File: src/design/mbrs_regfile.sv
`timescale 1ns / 1ps

module mbrs_regfile #(
   parameter int DEPTH = 128
) (
   input  logic                     clock,
   input  logic                     reset,
   input  logic                     wr_en,
   input  logic [$clog2(DEPTH)-1:0] wr_addr,
   input  logic [15:0]              wr_data,
   input  logic                     rd_en,
   input  logic [$clog2(DEPTH)-1:0] rd_addr,
   output logic [15:0]              rd_data
);

   logic [15:0]      entry_mem [DEPTH];
   logic [DEPTH-1:0] vld_ff, vld_in;
   logic [15:0]      q_ff;
   logic             q_vld_ff;

   // an entry never written reads as zero
   always_comb begin
      vld_in = vld_ff;
      if (wr_en) vld_in[wr_addr] = 1'b1;
   end

   always_ff @(posedge clock) begin
      if (reset) begin
         vld_ff <= '0;
      end else begin
         vld_ff <= vld_in;
      end
   end

   always_ff @(posedge clock) begin
      if (wr_en) entry_mem[wr_addr] <= wr_data;
      if (rd_en) begin
         q_ff     <= entry_mem[rd_addr];
         q_vld_ff <= vld_ff[rd_addr];
      end
   end

   assign rd_data = q_vld_ff ? q_ff : 16'h0000;

endmodule

File: config.mk
export PLATFORM = sky130hd
export DESIGN_NAME = mbrs_regfile
export DESIGN_NICKNAME = d
export VERILOG_FILES = /design/src/design/mbrs_regfile.sv
export SDC_FILE = /design/constraint.sdc
export NUM_CORES = 2
export LEC_CHECK = 0
export BUFFER_PORTS_ARGS = -buffer_cell sky130_fd_sc_hd__buf_4
export CAP_MARGIN = 20
export CORE_MARGIN = 1
export CORE_UTILIZATION = 54
export DETAILED_ROUTE_END_ITERATION = 12
export MAX_ROUTING_LAYER = met4
export PLACE_DENSITY = 0.84
export SYNTH_ARGS = -nofsm -noshare
export SYNTH_HDL_FRONTEND = slang
export SYNTH_SLANG_ARGS = --single-unit
File: constraint.sdc
create_clock -name clock -period 3.5 [get_ports clock]
set_clock_uncertainty 0.05 [all_clocks]
set_input_delay 0.7 -clock clock [delete_from_list [all_inputs] [get_ports clock]]
set_output_delay 0.7 -clock clock [all_outputs]
set_load 0.05 [all_outputs]
---- Word-level counts from Yosys, hierarchy flattened ----
Memories as Yosys holds them, arrays and structs flattened. A register that Yosys moved wholly into a read port is not among the register bits.
Cells that the tools add are included.
storage, ports and cells
  word-level logic and storage cells ...... 15
  flip-flop bits (word level) ............. 129
  RAM bits ................................ 2,048
  input bits .............................. 34
  memories kept ........................... 1
  output and inout bits ................... 16
memory list
  name       depth  bits a word  rd ports  clocked after memory_dff  wr ports  line  source
  entry_mem  128    16           1         1                         1         16    logic [15:0] entry_mem [DEPTH];
cells by class
  bitwise operators ....................... 1
  reductions and logical operators ........ 1
  magnitude comparators ................... 3
  multiplexer cells ....................... 7
operators with widths
  operator            number
  $or 128x128->128    1
  $lt 7x8->1 const B  2
  $mux 16             1
  $bmux 1 s7          1
  $demux 1 s7         1
  $ge 7x1->1 const B  1
  $mux 1              4
  $logic_and 1x1->1   1

---- Longest topological paths before layout ----
  word-level depth ........................ 5
  mapped depth ............................ 8

---- Worst setup path before layout ----
Ideal clock, no wire load.
  path type ............................... input -> register
  from .................................... in rd_addr[0]
  to ...................................... reg q_ff[1] (read register of entry_mem) (data pin)
  cell stages on the path ................. 7
  setup slack ............................. -0.073 ns
  required time ........................... 3.190 ns
  arrival ................................. 3.263 ns
  path through ............................ clkbuf_1 buf_2 buf_1 mux4_2 mux4_2 mux4_2 mux2_2
RTL lines
  what             line  source
  start, declared  12    input logic [$clog2(DEPTH)-1:0] rd_addr,
  end, declared    18    logic [15:0] q_ff;

==> results.toml <==
[route]
post_drt_wl_per_cell_um = 38.6
antenna_left = 0
firstDrtPassIters = 7
vias = 43500
drt-vias-per-instance = 7.06
drt_iter0_drc = 7972
drc = 0
drt-total-wl_um = 237000

[global_route]
grt_pass1_wl_um = 332000
grt-ovfl-total = 0
globalRoute.busiestLayer = "met2"
antenna_found_initial = 22
grt_pass1_vias = 44200
grt.met3_usage = 0.0822
grt_max_degree = 129
grtUsageMet1 = 0.376
use_met2 = 0.498
grtUsageTotal = 0.314

[floorplan]
rows = 144
core_sq_um = 154000
dieWidth_um = 396
die_area_sq_um = 157000
ioPinCount = 50
start_util = 0.544
die_h_um = 396

[logic_synthesis]
synth_edf_count = 2065
syn_avg_cell_area_sq_um = 23.4
synthesis.instances = 3580
synth-seq-cells = 2193
synth_top_cell_by_area = "edfxtp_1"
synth_nets = 3614
synth_ff_type = "edfxtp_1"
ys_types = 29
ys_warn_count = 0
yosysSeqAreaShare = 0.772
synthTopCellsByArea = "edfxtp_1, mux4_2, dfxtp_1, nor2_1, clkbuf_1"
async_reset_ff_frac = 0
synth_top_area_frac = 0.741
syn_area_sq_um = 83700

[timing]
setup-violations-final = 0
worst_pin_slew_ns = 1.17
rsz0062_at_grt = "false"
hold_viol = 0
timing.final.crit_period_ns = 3.12
fmax_mhz = 321
report.final.slew_viol_count = 0
slew_headroom = 0.220
min_period_over_period = 0.890
tns_ns = 0
setup_slack_ns = 0.384

[flow_run]
drv_cap = 0

[place]
place_area_sq_um = 89100
dp_slack_ns = -0.275
place.gp.congestion = 0.832
hpwlAfterDp_um = 124000
port_buffers = 49

[layout]
area_growth_pct = 14.0
final_nets = 3954
final_common_cell = "edfxtp_1"
finalCoreUtilization = 0.620
final_cell_mix = "edfxtp_1, mux4_2, nor2_1"
stdcell_area_sq_um = 95400
fillCellCount = 9303
drive_above_1_share = 0.349

[clocking]
ctsHoldBuffers = 0
cts_root_buf = "clkbuf_16"
cts_tree = "built"
postCtsResizedCells = 0
path_clk_slew_ns = 0.06
numCtsBuffers = 197
ctsLongestPathBuffers = 3
clkLatencyLatePin_ns = 0.85
cts_setup_buffers = 0
cts-htree-levels = 4
clock_sinks = 2193

[pwr]
powerDensity_nw_per_um2 = 558
ir_worst_vdd_mv = 0.564
leakage_nw = 30.0

[critical_path]
crit_type = "in -> reg"
crit_path_start_kind = "input port"
cp.arrival_ns = 3.64
cpMaxStageDelayCell = "mux4_2"
end_kind = "register"
cp.required_ns = 4.02
critPathMaxFanout = 12
crit_chain = "buf_8 > buf_12 > buf_4 > mux4_2 > mux4_2 > mux4_2 > mux2_2"
crit_buf_inv = 3
slowest_delay_ns = 0.63
critPathTopFamily = "multiplexers"
cpMostUsedCell = "mux4_2"

[hold_path]
min_path_type = "in -> reg"

[run_status]
status = "complete, no violations"
-- kinds of logic after synthesis --
group | count (synthesis) | synth area share
AO/OA/AOI/OAI | 25 | 0.00156
buffers and inverters | 207 | 0.0103
flip-flops | 2193 | 0.772
multiplexers | 731 | 0.195
AND/OR/NAND/NOR | 424 | 0.0218
-- layer usage --
layer  wire, um  share of wire  vias up
met5          0              0        -
met2     116000           0.49     4382
li1           -              -    15800
met1      74000           0.31    22200
met3      32300           0.14     1035
met4      15000          0.063        0
-- state kept, by name, indices dropped and copies added, names as in the netlist --
signal,count
entry_mem,2048
q_ff,16
q_vld_ff,1
vld_ff,128
-- layout make-up --
cell class	count	area (sq um)	share of cell area
antenna	22	55.1	0.000577
clock buffer	257	5380	0.0564
clock inverter	112	855	0.00896
multi-input combinational	1180	18400	0.193
sequential	2193	64600	0.677
tap	2044	2560	0.0268
timing repair buffer	348	3580	0.0376
-- metrics by stage --
step	power, W	hold WS [ns]	cells
CTS	0.0532	0.256	6133
floorplan	0.0308	0.381	3580
global placement	0.0321	0.394	5764
detailed placement	0.0322	0.405	5764
global route	0.0541	0.192	6147
finish	0.0532	0.217	6156
-- power by group --
group | leakage (nW) | switching [W] | internal [W]
clock network | 3.07 | 0.00976 | 0.0117
registers | 19.6 | 0.0000797 | 0.0288
logic | 7.31 | 0.00176 | 0.00120
total | 30.0 | 0.0116 | 0.0416
-- Yosys cell counts, types with 2 or more instances --
cell,number
dfxtp_1,128
nand3b_1,2
nor2b_1,3
nand4b_1,7
mux4_2,714
or3_1,2
clkbuf_1,135
nor2_1,360
nor3_1,2
a21oi_1,24
nand2_1,3
mux2_2,17
or3b_2,2
or4b_2,5
nor3b_1,2
and3_1,3
nand4bb_1,6
nand4_1,2
and2_1,17
nand3_1,3
buf_1,17
buf_2,52
and3b_1,2
buf_6,3
edfxtp_1,2065
-- path summary, 6_finish.rpt --
| kind | startpoint | end | slack [ns] | cells past startpoint |
|---|---|---|---|---|
| worst min-delay path | wr_data[13] | entry_mem[47][13] | 0.22 | 1 |
| worst min register to register | vld_ff[54] | vld_ff[54] | 0.43 | 2 |
| worst max-delay path | rd_addr[0] | q_ff[8] | 0.38 | 7 |
| worst max register to register | entry_mem[13][11] | q_ff[11] | 0.67 | 4 |
Note: power is estimated with default switching activity, not from simulation.
